## config.mk

```make
export PLATFORM = sky130hd
export DESIGN_NAME = mom_ctrl
export DESIGN_NICKNAME = d
export VERILOG_FILES = /design/src/hw/rtl/mom_pkg.sv /design/src/hw/rtl/mom_ctrl.sv
export SDC_FILE = /design/constraint.sdc
export NUM_CORES = 1
export LEC_CHECK = 0
export BUFFER_PORTS_ARGS = -buffer_cell sky130_fd_sc_hd__buf_2
export CORE_AREA = 2 2 39 41
export DETAILED_ROUTE_END_ITERATION = 6
export DIE_AREA = 0 0 41 43
export PLACE_DENSITY = 0.51
export SLEW_MARGIN = 30
export SYNTH_ARGS = -nofsm -noshare
export SYNTH_HDL_FRONTEND = slang
export SYNTH_SLANG_ARGS = --single-unit
```

## constraint.sdc

```tcl
create_clock -name i_clk -period 1.16 [get_ports i_clk]
set_input_delay 0.058 -clock i_clk [delete_from_list [all_inputs] [get_ports i_clk]]
set_output_delay 0.058 -clock i_clk [all_outputs]
set_load 0.005 [all_outputs]
```

## src/hw/rtl/mom_pkg.sv

```systemverilog
package mom_pkg;

    localparam int Q_W          = 32;
    localparam int FRAC         = 28;
    localparam int Z_W          = 40;
    localparam int PROD_W       = 2 * Q_W;
    localparam int CNT_W        = 12;
    localparam int ITER_RST     = 100;
    localparam int MAX_ITER_DEF = 4095;
    localparam int SQ_STEPS     = Q_W;
    localparam int SQ_CNT_W     = $clog2(SQ_STEPS);
    localparam int REM_W        = Q_W + 4;

    typedef struct packed {
        logic signed [Q_W-1:0] c_real;
        logic signed [Q_W-1:0] c_imag;
    } t_in;

    typedef struct packed {
        logic [Q_W-1:0] magnitude;
        logic           escaped;
    } t_out;

    typedef struct packed {
        logic load;
        logic mul;
        logic step;
        logic mark_esc;
        logic sq_init;
        logic sq_step;
        logic res_ld;
    } t_cmd;

    typedef struct packed {
        logic esc;
        logic last;
        logic sq_done;
    } t_sts;

endpackage

```

## src/hw/rtl/mom_ctrl.sv

```systemverilog
module mom_ctrl (
    input  logic          i_clk,
    input  logic          i_rst_n,
    input  logic          i_in_valid,
    output logic          o_in_ready,
    output logic          o_out_valid,
    input  logic          i_out_ready,
    input  mom_pkg::t_sts i_sts,
    output mom_pkg::t_cmd o_cmd
);
    import mom_pkg::*;

    typedef enum logic [4:0] {
        S_IDLE = 5'b00001,
        S_MUL  = 5'b00010,
        S_UPD  = 5'b00100,
        S_SQRT = 5'b01000,
        S_OUT  = 5'b10000
    } t_state;

    t_state r_state, n_state;
    logic   r_out_valid, n_out_valid;
    t_cmd   w_cmd;

    always_comb begin
        n_state = r_state;
        w_cmd   = '0;
        case (r_state)
            S_IDLE: begin
                if (i_in_valid) begin
                    w_cmd.load = 1'b1;
                    n_state    = S_MUL;
                end
            end
            S_MUL: begin
                w_cmd.mul = 1'b1;
                n_state   = S_UPD;
            end
            S_UPD: begin
                if (i_sts.esc) begin
                    w_cmd.mark_esc = 1'b1;
                    n_state        = S_OUT;
                end else if (i_sts.last) begin
                    w_cmd.sq_init = 1'b1;
                    n_state       = S_SQRT;
                end else begin
                    w_cmd.step = 1'b1;
                    n_state    = S_MUL;
                end
            end
            S_SQRT: begin
                w_cmd.sq_step = 1'b1;
                if (i_sts.sq_done) begin
                    n_state = S_OUT;
                end
            end
            S_OUT: begin
                if (!r_out_valid || i_out_ready) begin
                    w_cmd.res_ld = 1'b1;
                    n_state      = S_IDLE;
                end
            end
            default: begin
                n_state = S_IDLE;
            end
        endcase
    end

    always_comb begin
        if (w_cmd.res_ld) begin
            n_out_valid = 1'b1;
        end else if (i_out_ready) begin
            n_out_valid = 1'b0;
        end else begin
            n_out_valid = r_out_valid;
        end
    end

    always_ff @(posedge i_clk) begin
        if (!i_rst_n) begin
            r_state     <= S_IDLE;
            r_out_valid <= 1'b0;
        end else begin
            r_state     <= n_state;
            r_out_valid <= n_out_valid;
        end
    end

    assign o_cmd       = w_cmd;
    assign o_in_ready  = (r_state == S_IDLE);
    assign o_out_valid = r_out_valid;

endmodule

```

==> results of run 1 <==
==> layer usage <==
layer	vias to the layer above	track usage, %
li1	218	-
met1	199	16.2
met2	13	27.8
met3	4	2.09
met4	0	12.0
met5	-	0
==> stage by stage <==
step                      hold slack [ns]  worst slack (ns)  std cells
after floorplan                     0.145           -0.0471         44
after global placement              0.348            -0.120         80
after detailed placement            0.339            -0.128         80
after CTS                          0.0698            -0.225         90
after global routing               0.0701            -0.301         90
final                              0.0742            -0.240         90
==> layout make-up <==
class,instances,area share [%]
multi-input combinational,33,45.0
timing repair buffer,27,26.6
sequential,6,19.6
clock buffer,4,3.78
tap,16,2.88
inverter,4,2.16
==> cells in the mapped netlist, drive strengths merged <==
library cell  number
nor4b              1
inv                4
o211a              2
o221a              1
nand2              3
dfxtp              6
nand2b             1
o21a               1
a221o              1
nor3               2
a21oi              2
nor3b              4
nor2b              1
buf                1
a21o               1
nor2               4
and2               1
o21ai              1
nand3              2
and4bb             1
xor2               1
and3               3
==> timing repair <==
item / 4_1_cts / 5_1_grt
buffers inserted: 7 / 0
hold endpoints to repair: 0 / 0
endpoints found under the setup margin: 13 / 13
resized for setup: 16 / 1
pin swaps: 6 / 3
==> final timing paths <==
check | start | to | slack [ns]
worst max-delay path | r_state[2]$_SDFFE_PN0P_ | o_cmd[2] | -0.24
worst min-delay path | i_rst_n | r_state[3]$_SDFFE_PN0P_ | 0.07
worst max register to register | r_state[1]$_SDFFE_PN0P_ | r_state[0]$_SDFFE_PN1P_ | -0.24
worst min register to register | o_out_valid$_SDFFE_PN0P_ | o_out_valid$_SDFFE_PN0P_ | 0.61
==> cells by family (layout without fill, tap and decap cells) <==
logic type                after synthesis  in the layout
and+or+nand+nor                        23             23
AOI/OAI and AO/OA                       9              9
DFF                                     6              6
buffers and inverters                   5             35
xor gates and xnor gates                1              1
==> critical path, delay by kind of cell, from the launching register on <==
family,cells,cell delay [ns]
buffers and inverters,2,0.27
flip-flops,1,0.39
AND/OR/NAND/NOR,3,0.44
==> cells in the final DEF, fill, tap and decap left out, types with 2 or more instances in the layout <==
cell	instances
buf_2	13
buf_4	10
inv_1	4
buf_6	4
dfxtp_4	4
nor2_1	3
clkbuf_4	3
nand3_2	2
nor3b_4	2
and3_1	2
nor3b_2	2
o211a_1	2
a21oi_1	2
nand2_1	2
==> registers in the layout, summed over array words and instances, names as in the netlist <==
register     cells
o_out_valid      1
r_state          5
==> power by group through the flow <==
stage	sequential (uW)	combinational, uW	clock, uW
after global routing	381	853	242
after floorplan	343	309	0
after global placement	351	521	0
after CTS	361	781	223
after detailed placement	353	518	0
final	366	791	218
==> run metrics, run 1 <==
CTS H-tree depth=1; GRT overflow=0; Final Max Slew Viols=0; Synthesis Warnings=0; Num CTS Buffers=3; Flop pwr share=26.6%; Clock Sinks=6; largest net degree at the start of global routing=7; GRT Overall Usage=16.2%; Tightest Hold Check Type=input port to flip-flop; maximum vdd drop=0.000916 V; main combinational cell family by area after synthesis=simple AND/OR/NAND/NOR gates; post-synthesis mux area share=0%; first-pass GRT wire length=1.85 mm; CP Max Fanout=5; placed inst area=542 um^2; switching power total=501 uW; storage element area=136 um^2; GP Congestion=0.713; Core ar.=1380 um^2; Crit path arrival time=1.34 ns; setup ws final=-0.240 ns; Yosys reg bits=6; clock tree buffer depth=2; drt wl/cell=12.2 um; post-synthesis cell count=44; Final Cell Area=696 um^2; Compound-Gate Fraction of Synth Area=19.8%; LEAKAGE=0.000369 uW; Synth area leaders=dfxtp_1 (32%), nor3b_2 (9.9%), o211a_1 (5.3%); CP Cell Sequence=nor3b_4 -> buf_6 -> nand2_4 -> nor3b_2 -> buf_2; Post-Synthesis Cell Area=379 um^2; Final min period=1.40 ns; Post-Route WL=1.10 mm; Tcrit/Tclk final=121%; fraction of power spent switching nets=36.4%; CTS tree=done; post-synthesis net count=51; Clock transition at path regs=0.05 ns; DRC Markers=0; first-pass detailed-route iteration total=4; max incr delay on CP=0.39 ns; vias per inst=4.82; die area=1760 um^2; metal2 WL=611 um; Die H=43 um; Initial Util=27.4%; met1 wire length=425 um; RSZ-0062 raised after global routing=yes; met3 WL=33 um; P per Cell Area=1980 nW/um^2; startpoint types=flip-flop; Synth Area in Simple Gates=40.3%; adder-cell share of the synthesized area=0%; Hold-fix buffers, CTS=0; Max Cap Viol=0; status=complete, but fails checks; row count=14; Worst-Margin Slew=0.212 ns; Root Buffer=clkbuf_4; total power=1380 uW; multi-input logic area=313 um^2; top-area cell type share of the netlist area=31.7%; Setup TNS=-1.91 ns; final core utilization=50.3%; R2R depth=5; WP data required=1.10 ns; final net count=82; port buffer count=15; Ports=16; clk_skew=0.00791 ns; WS Path Type=flip-flop to output pin; initial antenna violation count=0; Inserted Diodes=0; clk_lat worst skew=0.25 ns; Worst path slowest cell=dfxtp_4; XOR/XNOR share of the synthesized area=2.31%; Initial DRC Count=13; Netlist cell types=24; Int Power=874 uW; Logic pwr share=57.5%; Seq/Total Area, Yosys=31.7%; Post-DRT Antenna Nets=0; via count=434; failing checks=negative setup slack; die width=41 um; Layout area overhead=83.5%; Max Used Layer=met4; Post-Syn Area per Cell=8.62 um^2; Filler Cells Inserted=137; Max transition margin=85.8%; area leader, netlist=dfxtp_1; layout cells sized above 1=64.9%; vias in the first global route=457; hold depth=2; Max Fclk=0.714 GHz; Setup crit end kind=output pin; Clock power frac=15.9%; final setup vio count=13; Final Hold Fails=0
No activity file was read; power rests on OpenSTA's default activity.
==> inputs of run 2 (changes only) <==
GPL_ROUTABILITY_DRIVEN = 0   (was default)
PLACE_DENSITY = 0.49   (was 0.51)
SLEW_MARGIN = 20   (was 30)
clock period = 1.7 ns   (was 1.16 ns; I/O delays follow)
==> run metrics, run 2 (same netlist as run 1, synthesis figures left out) <==
Max Used Layer=met4; storage element area=120 um^2 (-12%); first-pass GRT wire length=1.48 mm (-20%); vias per inst=4.87 (+0.99%); final setup vio count=0 (-13); Setup TNS=0 ns (+1.91 ns); met3 WL=40 um (+21%); Clock Sinks=6 (unchanged); Tightest Hold Check Type=input port to flip-flop; crit path launch=r_state[2]$_SDFFE_PN0P_; Tcrit/Tclk final=89.1%; GRT Overall Usage=12.9% (-3.3 points); Layout area overhead=32.0%; vias in the first global route=362 (-21%); Hold Crit Start=i_rst_n; Die H=43 um (unchanged); Clock transition at path regs=0.04 ns (about the same); final net count=70 (-15%); clk_skew=0.00339 ns (-0.00452 ns); port buffer count=15 (unchanged); Ports=16 (unchanged); Worst-Margin Slew=0.291 ns (+0.0793 ns); maximum vdd drop=0.000624 V (-32%); Final min period=1.52 ns; initial antenna violation count=0 (unchanged); CP Max Fanout=5 (unchanged); DRC Markers=0 (unchanged); Initial DRC Count=3 (-10); Root Buffer=clkbuf_4; die area=1760 um^2 (unchanged); largest reg by FF count=r_state; Int Power=407 uW (-53%); Flop pwr share=34.9% (+8.3 points); reg2reg start=r_state[4]$_SDFFE_PN0P_; CTS H-tree depth=1 (unchanged); Max Cap Viol=0 (unchanged); clk_lat worst skew=0.24 ns (about the same); WS Path Type=flip-flop to output pin; Clock power frac=19.6% (+3.7 points); CTS tree=done; die width=41 um (unchanged); Core ar.=1380 um^2 (unchanged); GRT overflow=0 (unchanged); max FFs per register=5 (unchanged); multi-input logic area=248 um^2 (-21%); Num CTS Buffers=3 (unchanged); drt wl/cell=11.7 um (-4.1%); worst reg-to-reg setup slack=0.26 ns (+0.50 ns); hpwl dp=729 um; clock tree buffer depth=2 (unchanged); largest net degree at the start of global routing=8 (+1); startpoint types=flip-flop; RSZ-0062 raised after global routing=no; met1 wire length=412 um (-3.1%); layout cells sized above 1=39.3% (-26 points); Max Fclk=0.660 GHz; setup bufs post-CTS=0 (-7); Setup crit end kind=output pin; Final Hold Fails=0 (unchanged); fraction of power spent switching nets=37.9% (+1.5 points); Hold-fix buffers, CTS=0 (unchanged); Post-Route WL=901 um (-18%); Max transition margin=80.6% (-5.3 points); final core utilization=36.2% (-14 points); status=finished clean; LEAKAGE=0.000283 uW (-23%); Filler Cells Inserted=153 (+12%); Final Max Slew Viols=0 (unchanged); switching power total=249 uW (-50%); Logic pwr share=45.5% (-12 points); first-pass detailed-route iteration total=3 (-1); P per Cell Area=1310 nW/um^2 (-34%); Initial Util=27.4% (unchanged); via count=375 (-14%); WP data required=1.62 ns (+0.52 ns); leading cell type in the layout, fill and taps excluded=buf_2; row count=14 (unchanged); highest-count cells in the layout ignoring fill and taps=buf_2 (15), dfxtp_1 (6), inv_1 (4); Crit path arrival time=1.43 ns (+0.09 ns); Inserted Diodes=0 (unchanged); Post-DRT Antenna Nets=0 (unchanged); metal2 WL=429 um (-30%)
## run 2: critical path: stages, from the launching register on
cell and delay (ns):
dfxtp_1 0.38, nor3b_2 0.29, nand2_1 0.13, nor3_1 0.22
buf_2 0.16
## run 2: per-stage QoR
| step | worst slack (ns) | hold WS, ns | instances | power [uW] | cell area [um^2] |
|---|---|---|---|---|---|
| global route | 0.0914 | 0.132 | 77 | 709 | 500 |
| finish | 0.185 | 0.127 | 77 | 656 | 500 |
| detailed placement | 0.280 | 0.379 | 74 | 505 | 467 |
| floorplan | 0.448 | 0.199 | 44 | 415 | 379 |
| CTS | 0.0788 | 0.122 | 77 | 639 | 489 |
| global placement | 0.272 | 0.379 | 74 | 508 | 467 |
## run 2: worst paths after layout
kind                                    to  cells past startpoint
setup / recovery                  o_cmd[4]                      4
hold / removal     r_state[1]$_SDFFE_PN0P_                      2
setup reg to reg   r_state[0]$_SDFFE_PN1P_                      4
hold reg to reg   o_out_valid$_SDFFE_PN0P_                      2
## run 2: timing repair
item / CTS / global route
setup endpoints to repair: 0 / 1
hold endpoints to repair: 0 / 0
resized for setup: 0 / 2
## run 2: layer usage
metal | global-route usage (%) | vias to the layer above
met1 | 15.6 | 168
met4 | 10.0 | 0
li1 | - | 195
met5 | 0 | -
met2 | 17.5 | 10
met3 | 4.71 | 2
## run 2: area by class of cell
| type | instances | area share, % |
|---|---|---|
| inverters | 4 | 3.00 |
| well taps | 16 | 4.00 |
| repair buffers | 15 | 15.0 |
| flip-flops and latches | 6 | 24.0 |
| multi-input cells | 33 | 49.5 |
| clock buffers | 3 | 4.50 |
## run 2: power by group through the flow
stage	logic, uW	clock network, uW	registers [uW]
finish	298	129	229
CTS	280	136	223
global route	332	145	233
global placement	279	0	229
floorplan	199	0	216
detailed placement	279	0	226
